<file path="config.mk">
export PLATFORM = sky130hd
export DESIGN_NAME = sorted_list_merge
export DESIGN_NICKNAME = d
export VERILOG_FILES = /design/src/rtl/core/slm_pkg.sv /design/src/rtl/core/slm_list_ram.sv /design/src/rtl/core/sorted_list_merge.sv
export SDC_FILE = /design/constraint.sdc
export NUM_CORES = 2
export LEC_CHECK = 0
export BUFFER_PORTS_ARGS = -buffer_cell sky130_fd_sc_hd__buf_2
export CORE_MARGIN = 3
export CORE_UTILIZATION = 36
export DETAILED_ROUTE_END_ITERATION = 10
export GPL_TIMING_DRIVEN = 0
export HOLD_SLACK_MARGIN = 0.03
export PLACE_DENSITY = 0.54
export SYNTH_ARGS = -nofsm -noshare
export SYNTH_HDL_FRONTEND = slang
export SYNTH_HIERARCHICAL = 1
export SYNTH_SLANG_ARGS = --single-unit
</file>
<file path="constraint.sdc">
create_clock -name clk_i -period 11.5 [get_ports clk_i]
set_input_delay 1.15 -clock clk_i [delete_from_list [all_inputs] [get_ports clk_i]]
set_output_delay 1.15 -clock clk_i [all_outputs]
set_load 0.01 [all_outputs]
</file>
<file path="src/rtl/core/slm_pkg.sv">
// Shared types and constants of the sorted list merge block.
package slm_pkg;

  localparam int unsigned DATA_W = 32;
  localparam int unsigned CMD_W  = 2;

  typedef enum logic [CMD_W-1:0] {
    CMD_PUSH_FIRST  = 2'd0,
    CMD_PUSH_SECOND = 2'd1,
    CMD_MERGE       = 2'd2
  } cmd_e;

  typedef enum logic {
    ST_IDLE  = 1'b0,
    ST_MERGE = 1'b1
  } state_e;

  typedef logic [DATA_W-1:0] data_t;

endpackage

</file>
<file path="src/rtl/core/slm_list_ram.sv">
// Single-port-write, registered-read memory holding one list.
module slm_list_ram #(
  parameter int unsigned DEPTH = 32,
  parameter int unsigned AW    = 5
) (
  input  logic                clk_i,
  input  logic                we_i,
  input  logic [AW-1:0]       waddr_i,
  input  slm_pkg::data_t      wdata_i,
  input  logic [AW-1:0]       raddr_i,
  output slm_pkg::data_t      rdata_o
);

  slm_pkg::data_t mem_q [DEPTH];
  slm_pkg::data_t rdata_q;

  always_ff @(posedge clk_i) begin
    if (we_i) begin
      mem_q[waddr_i] <= wdata_i;
    end
  end

  always_ff @(posedge clk_i) begin
    rdata_q <= mem_q[raddr_i];
  end

  assign rdata_o = rdata_q;

endmodule

</file>
<file path="src/rtl/core/sorted_list_merge.sv">
// Usage: two ascending lists are loaded one value per input transaction; a
// merge command then streams out the merged ascending sequence.
// Input channel s_axis: tuser carries the command (push to first list, push
// to second list, merge), tdata the signed 32-bit value. A push to a full
// list is dropped. Pushes are accepted back to back.
// Output channel m_axis: tdata is the merged value, tlast marks the final
// value of the run. A merge on two empty lists produces nothing.
// After a merge command is accepted, the block enters the merge state and
// registers the first merged value (the heads already sit in the memories'
// read registers); after that one value per cycle while the receiver takes
// them, and the input is not ready until the final value is registered.
// Each list sits in a memory with a registered read; the read address
// follows the next head index, so the heads are ready on every cycle.
// When the receiver stalls, the output register holds its value and the
// merge pauses; pushes may be accepted while the final value still waits.
// Reset empties both lists and drops any merge in progress; list contents
// need no clearing since only loaded entries are read.
module sorted_list_merge #(
  parameter int unsigned FIRST_DEPTH  = 32,
  parameter int unsigned SECOND_DEPTH = 32
) (
  input  logic                        clk_i,
  input  logic                        rst_ni,
  input  logic                        s_axis_tvalid_i,
  output logic                        s_axis_tready_o,
  input  logic [slm_pkg::DATA_W-1:0]  s_axis_tdata_i,   // [31:0] value
  input  logic [slm_pkg::CMD_W-1:0]   s_axis_tuser_i,   // [1:0] command
  output logic                        m_axis_tvalid_o,
  input  logic                        m_axis_tready_i,
  output logic [slm_pkg::DATA_W-1:0]  m_axis_tdata_o,   // [31:0] merged_value
  output logic                        m_axis_tlast_o
);

  localparam int unsigned ACW = $clog2(FIRST_DEPTH + 1);
  localparam int unsigned BCW = $clog2(SECOND_DEPTH + 1);
  localparam int unsigned AAW = (FIRST_DEPTH > 1) ? $clog2(FIRST_DEPTH) : 1;
  localparam int unsigned BAW = (SECOND_DEPTH > 1) ? $clog2(SECOND_DEPTH) : 1;

  slm_pkg::state_e state_q, state_d;
  logic [ACW-1:0]  ca_q, ca_d, i_q, i_d, i_n;
  logic [BCW-1:0]  cb_q, cb_d, j_q, j_d, j_n;
  logic            ov_q, ov_d;
  slm_pkg::data_t  odata_q, odata_d;
  logic            olast_q, olast_d;

  logic            in_acc;
  logic            fire;
  logic            a_avail, b_avail, take_first, is_last;
  logic            we_a, we_b;
  logic [AAW-1:0]  raddr_a;
  logic [BAW-1:0]  raddr_b;
  slm_pkg::data_t  head_a, head_b;

  slm_list_ram #(.DEPTH(FIRST_DEPTH), .AW(AAW)) u_ram_a (
    .clk_i   (clk_i),
    .we_i    (we_a),
    .waddr_i (ca_q[AAW-1:0]),
    .wdata_i (s_axis_tdata_i),
    .raddr_i (raddr_a),
    .rdata_o (head_a)
  );

  slm_list_ram #(.DEPTH(SECOND_DEPTH), .AW(BAW)) u_ram_b (
    .clk_i   (clk_i),
    .we_i    (we_b),
    .waddr_i (cb_q[BAW-1:0]),
    .wdata_i (s_axis_tdata_i),
    .raddr_i (raddr_b),
    .rdata_o (head_b)
  );

  assign in_acc = s_axis_tvalid_i && s_axis_tready_o;

  // FSM outputs
  always_comb begin
    s_axis_tready_o = (state_q == slm_pkg::ST_IDLE);
    fire            = (state_q == slm_pkg::ST_MERGE) && (!ov_q || m_axis_tready_i);
  end

  // FSM next state
  always_comb begin
    state_d = state_q;
    case (state_q)
      slm_pkg::ST_IDLE: begin
        if (in_acc && (s_axis_tuser_i == slm_pkg::CMD_MERGE) &&
            ((ca_q != '0) || (cb_q != '0))) begin
          state_d = slm_pkg::ST_MERGE;
        end
      end
      slm_pkg::ST_MERGE: begin
        if (fire && is_last) begin
          state_d = slm_pkg::ST_IDLE;
        end
      end
      default: state_d = slm_pkg::ST_IDLE;
    endcase
  end

  // Head selection: equal heads take the second list first.
  always_comb begin
    a_avail    = (i_q < ca_q);
    b_avail    = (j_q < cb_q);
    take_first = a_avail && (!b_avail || ($signed(head_a) < $signed(head_b)));
    i_n        = i_q + ACW'(take_first);
    j_n        = j_q + BCW'(!take_first);
    is_last    = (i_n == ca_q) && (j_n == cb_q);
  end

  always_comb begin
    ca_d    = ca_q;
    cb_d    = cb_q;
    i_d     = i_q;
    j_d     = j_q;
    we_a    = 1'b0;
    we_b    = 1'b0;
    odata_d = odata_q;
    olast_d = olast_q;
    ov_d    = ov_q && !m_axis_tready_i;
    if (in_acc) begin
      case (s_axis_tuser_i)
        slm_pkg::CMD_PUSH_FIRST: begin
          if (ca_q < FIRST_DEPTH) begin
            we_a = 1'b1;
            ca_d = ca_q + ACW'(1);
          end
        end
        slm_pkg::CMD_PUSH_SECOND: begin
          if (cb_q < SECOND_DEPTH) begin
            we_b = 1'b1;
            cb_d = cb_q + BCW'(1);
          end
        end
        default: ;
      endcase
    end
    if (fire) begin
      ov_d    = 1'b1;
      odata_d = take_first ? head_a : head_b;
      olast_d = is_last;
      if (is_last) begin
        // run done: empty both lists, rewind heads
        ca_d = '0;
        cb_d = '0;
        i_d  = '0;
        j_d  = '0;
      end else begin
        i_d = i_n;
        j_d = j_n;
      end
    end
  end

  // Read the next head so it is registered by the following cycle.
  assign raddr_a = (i_d < FIRST_DEPTH) ? i_d[AAW-1:0] : '0;
  assign raddr_b = (j_d < SECOND_DEPTH) ? j_d[BAW-1:0] : '0;

  always_ff @(posedge clk_i or negedge rst_ni) begin
    if (!rst_ni) begin
      state_q <= slm_pkg::ST_IDLE;
      ca_q    <= '0;
      cb_q    <= '0;
      i_q     <= '0;
      j_q     <= '0;
      ov_q    <= 1'b0;
    end else begin
      state_q <= state_d;
      ca_q    <= ca_d;
      cb_q    <= cb_d;
      i_q     <= i_d;
      j_q     <= j_d;
      ov_q    <= ov_d;
    end
  end

  always_ff @(posedge clk_i) begin
    odata_q <= odata_d;
    olast_q <= olast_d;
  end

  assign m_axis_tvalid_o = ov_q;
  assign m_axis_tdata_o  = odata_q;
  assign m_axis_tlast_o  = olast_q;

endmodule

</file>
==> key figures <==
Status
  • Status: finished clean

Flow run
  • Max-Cap Viols: 0

Clock network
  • H-tree depth: 4
  • Num Clock Sinks: approximately 2.2k
  • CTS Buf Count: 210
  • TritonCTS clock tree: done
  • Worst-skew pair later-pin latency: approximately 0.85 ns
  • Clk root buf: clkbuf_16
  • Post-CTS Setup Inserts: 0
  • Cts hold-fix bufs: 0
  • # resized after CTS: 0
  • Clock buffer depth: 3
  • Clock transition at path regs: around 0.060 ns

Place
  • GPL Wtd Cong: 0.8190
  • Post-DP HPWL: 153100 um
  • IO Port Bufs: 72
  • # placed instances: about 8.3k

Floorplan
  • I/O pins: 73
  • Core ar.: 236100 um2
  • DIE AREA: between 200000 and 250000 um2
  • # rows: 178
  • Die width: 494.1 um
  • Die H: 494.1 um
  • Initial core utilization: 36.33%

Final layout
  • Highest-count cells in the layout ignoring fill and taps: 2081 x edfxtp_1, 1026 x mux2i_1, 255 x nand2_1, 212 x clkbuf_16, 207 x a21oi_1
  • Fin cells: 8734
  • Fin nets: 5474
  • Most common cell after layout, fill and taps aside: edfxtp_1
  • Share of cells above drive strength 1: roughly 13%
  • Synthesis-to-finish area growth: 15.22%

Drt
  • Via density: 5.331
  • Initial DRC Count: approximately 4.1k
  • Drt total wl: 237300 um
  • Routed vias: about 47k
  • Remaining DRCs: 0
  • Avg WL per Cell: 27.17 um
  • DRT Pass-1 Iters: 6
  • Antenna Nets Post-Route: 0

Yosys
  • Mapped Nets: 5121
  • Synth Instances: between 5k and 6k
  • Sequential fraction of the synthesis area: about three quarters
  • Mapped Avg Cell Area: 17.04 um2
  • Post-synth EDFFs: 2081
  • Synth Cell Area: 85760 um2
  • FFs w/ async S/R, synth: under 10%
  • Warnings, synthesis: 6
  • #FFs+latches synth: 2171
  • Cell variety after synth: 73
  • Top_reg_cell synth: edfxtp_1

Global route
  • Remaining global-route overflow: 0
  • Vias in the first global route: between 40k and 50k
  • Total track usage: 19.10%
  • Largest net degree at the start of global routing: 65
  • Initial antenna violation count: 15
  • First-pass GRT wire length: 336100 um

Power
  • VDD IR max: 0.0001822 V
  • Leak Pwr: 33.09 nW
  • Power Dens Cells: 276.6 nW/um2

Timing
  • Max Freq: 0.1254 GHz
  • Min cycle time layout: 7.977 ns
  • Worst Skew: 0.02228 ns
  • Total negative setup slack: 0 ns
  • RSZ-0062 raised after global routing: false
  • Fin. max-slew vios: 0
  • Tightest Pin Transition: 1.363 ns
  • Final period utilization: 69.37%
  • Hold Vio Cnt, Final: 0
  • Setup violators final: 0
  • Rel. slew slack: 9.108%

Critical path
  • Setup CP Type: flip-flop to flip-flop
  • Crit end category: flip-flop
  • Startpoint type of the worst setup path: flip-flop
  • Worst Path Max Fanout: 12
  • Worst EP required: 12.09 ns
  • Critical path origin: ca_q[3]$_DFF_PN0_
  • CP arrival: 8.57 ns
  • R2R Path Start: ca_q[3]$_DFF_PN0_

Min path
  • Worst hold path type: input port to asynchronous set/reset pin
[registers in the layout (all words and copies together) (netlist names)]
signal / count
u_ram_b/rdata_o: 32
i_q: 6
m_axis_tvalid_o: 1
m_axis_tdata_o: 32
u_ram_a/rdata_o: 32
u_ram_a/mem_q: 1024
cb_q: 6
m_axis_tlast_o: 1
j_q: 6
state_q: 1
ca_q: 6
u_ram_b/mem_q: 1024
[routing by layer]
layer | wire (um) | up-vias | GRT usage (%)
met1 | 104700 | 24320 | 26.83
met5 | 31 | - | 0
met3 | 14240 | 283 | 2.961
met2 | 112400 | 1416 | 30.85
met4 | 5891 | 4 | 5.272
li1 | - | 20540 | -
[through the flow]
step	cell area (um2)	setup slack (ns)	power [mW]	hold slack (ns)	utilization, %
2_1_floorplan	85760	6.321	16.63	0.5132	-
3_3_place_gp	90070	3.722	20.77	0.5648	38.15
3_5_place_dp	92110	3.568	20.82	0.5786	39.02
4_1_cts	98730	3.546	27.50	0.3260	41.82
5_1_grt	98760	2.925	28.42	0.3740	41.83
6_report	98810	3.523	27.33	0.3740	41.86
[cells in the mapped netlist, types with 4 or more instances]
cell	n	area share (%)
a21o_1	5	0.044
nor3_1	72	0.42
a22oi_1	193	1.7
buf_2	55	0.32
edfxtp_1	2081	73
nand3_1	205	1.2
nor2b_1	6	0.044
buf_4	68	0.60
or3_1	6	0.044
nor2_1	97	0.42
a31oi_1	65	0.47
dfrtp_1	26	0.76
clkbuf_1	101	0.44
xor2_1	4	0.041
or3b_2	6	0.061
o21ai_0	19	0.11
buf_1	10	0.044
a22o_1	131	1.3
buf_6	36	0.47
nor4_1	4	0.029
inv_1	83	0.36
clkbuf_4	4	0.035
mux2i_1	1026	12
ha_1	51	0.74
dfxtp_1	64	1.5
a21oi_1	207	1.2
nand4_1	10	0.073
xnor2_1	20	0.20
nand2b_1	11	0.080
nand3b_1	10	0.088
and2_1	5	0.036
nand2_1	255	1.1
o221ai_2	30	0.53
[area by class of cell]
class                           count  area, um2
Fill cell                       21130     137300
Sequential cell                  2171      64420
Multi-Input combinational cell   2502      19860
Clock buffer                      278       5703
Tap cell                         3150       3941
Timing Repair Buffer              141       1949
Buffer                            274       1639
Clock inverter                    111      919.6
Inverter                           85      321.6
Antenna cell                       22      55.05
[cells by family (layout without fill, tap and decap cells)]
kind of cell	count (synthesis)	count (layout)	share of synthesized area, %
other	0	22	0
adders and majority gates	51	51	0.7440
AOI/OAI and AO/OA	695	695	5.844
and+or+nand+nor	706	706	3.792
xor gates and xnor gates	24	24	0.2451
buffers and inverters	359	889	2.285
DFF	2171	2171	75.12
muxes	1026	1026	11.97
[path summary, 6_finish.rpt]
kind	end	slack (ns)	cells past startpoint
max	u_ram_b/rdata_o[23]$_DFF_P_	3.52	25
min	m_axis_tvalid_o$_DFF_PN0_	0.37	1
max reg2reg	u_ram_b/rdata_o[23]$_DFF_P_	3.52	25
min reg2reg	m_axis_tdata_o[2]$_DFFE_PP_	0.59	2
max in group asynchronous	i_q[5]$_DFF_PN0_	10.57	1
min in group clk_i	m_axis_tdata_o[2]$_DFFE_PP_	0.59	2
[critical path, stage by stage (launching register included)]
cell and delay, ns:
dfrtp_1 0.62, inv_1 0.15, ha_1 0.24, a2111oi_0 0.44
o31ai_1 0.33, o21bai_1 0.24, or3_4 0.45, inv_4 0.14
buf_6 0.23, ha_1 0.19, ha_1 0.27, xnor2_1 0.12
xnor2_1 0.13, nor4_1 0.57, nand3_2 0.35, inv_2 0.13
buf_4 0.19, nor2_2 0.09, a32o_1 0.38, nor2_1 0.16
buf_2 0.33, clkbuf_1 0.49, a22o_1 0.25, nor3_1 0.10
a31oi_1 0.65, nand3_1 0.45
[where the power goes]
| group | leakage, nW | internal, mW | switching [mW] |
|---|---|---|---|
| logic | 10.3 | 4.18 | 7.32 |
| clock network | 3.24 | 3.77 | 2.91 |
| registers | 19.6 | 8.95 | 0.204 |
No activity file was read; power rests on OpenSTA's default activity.
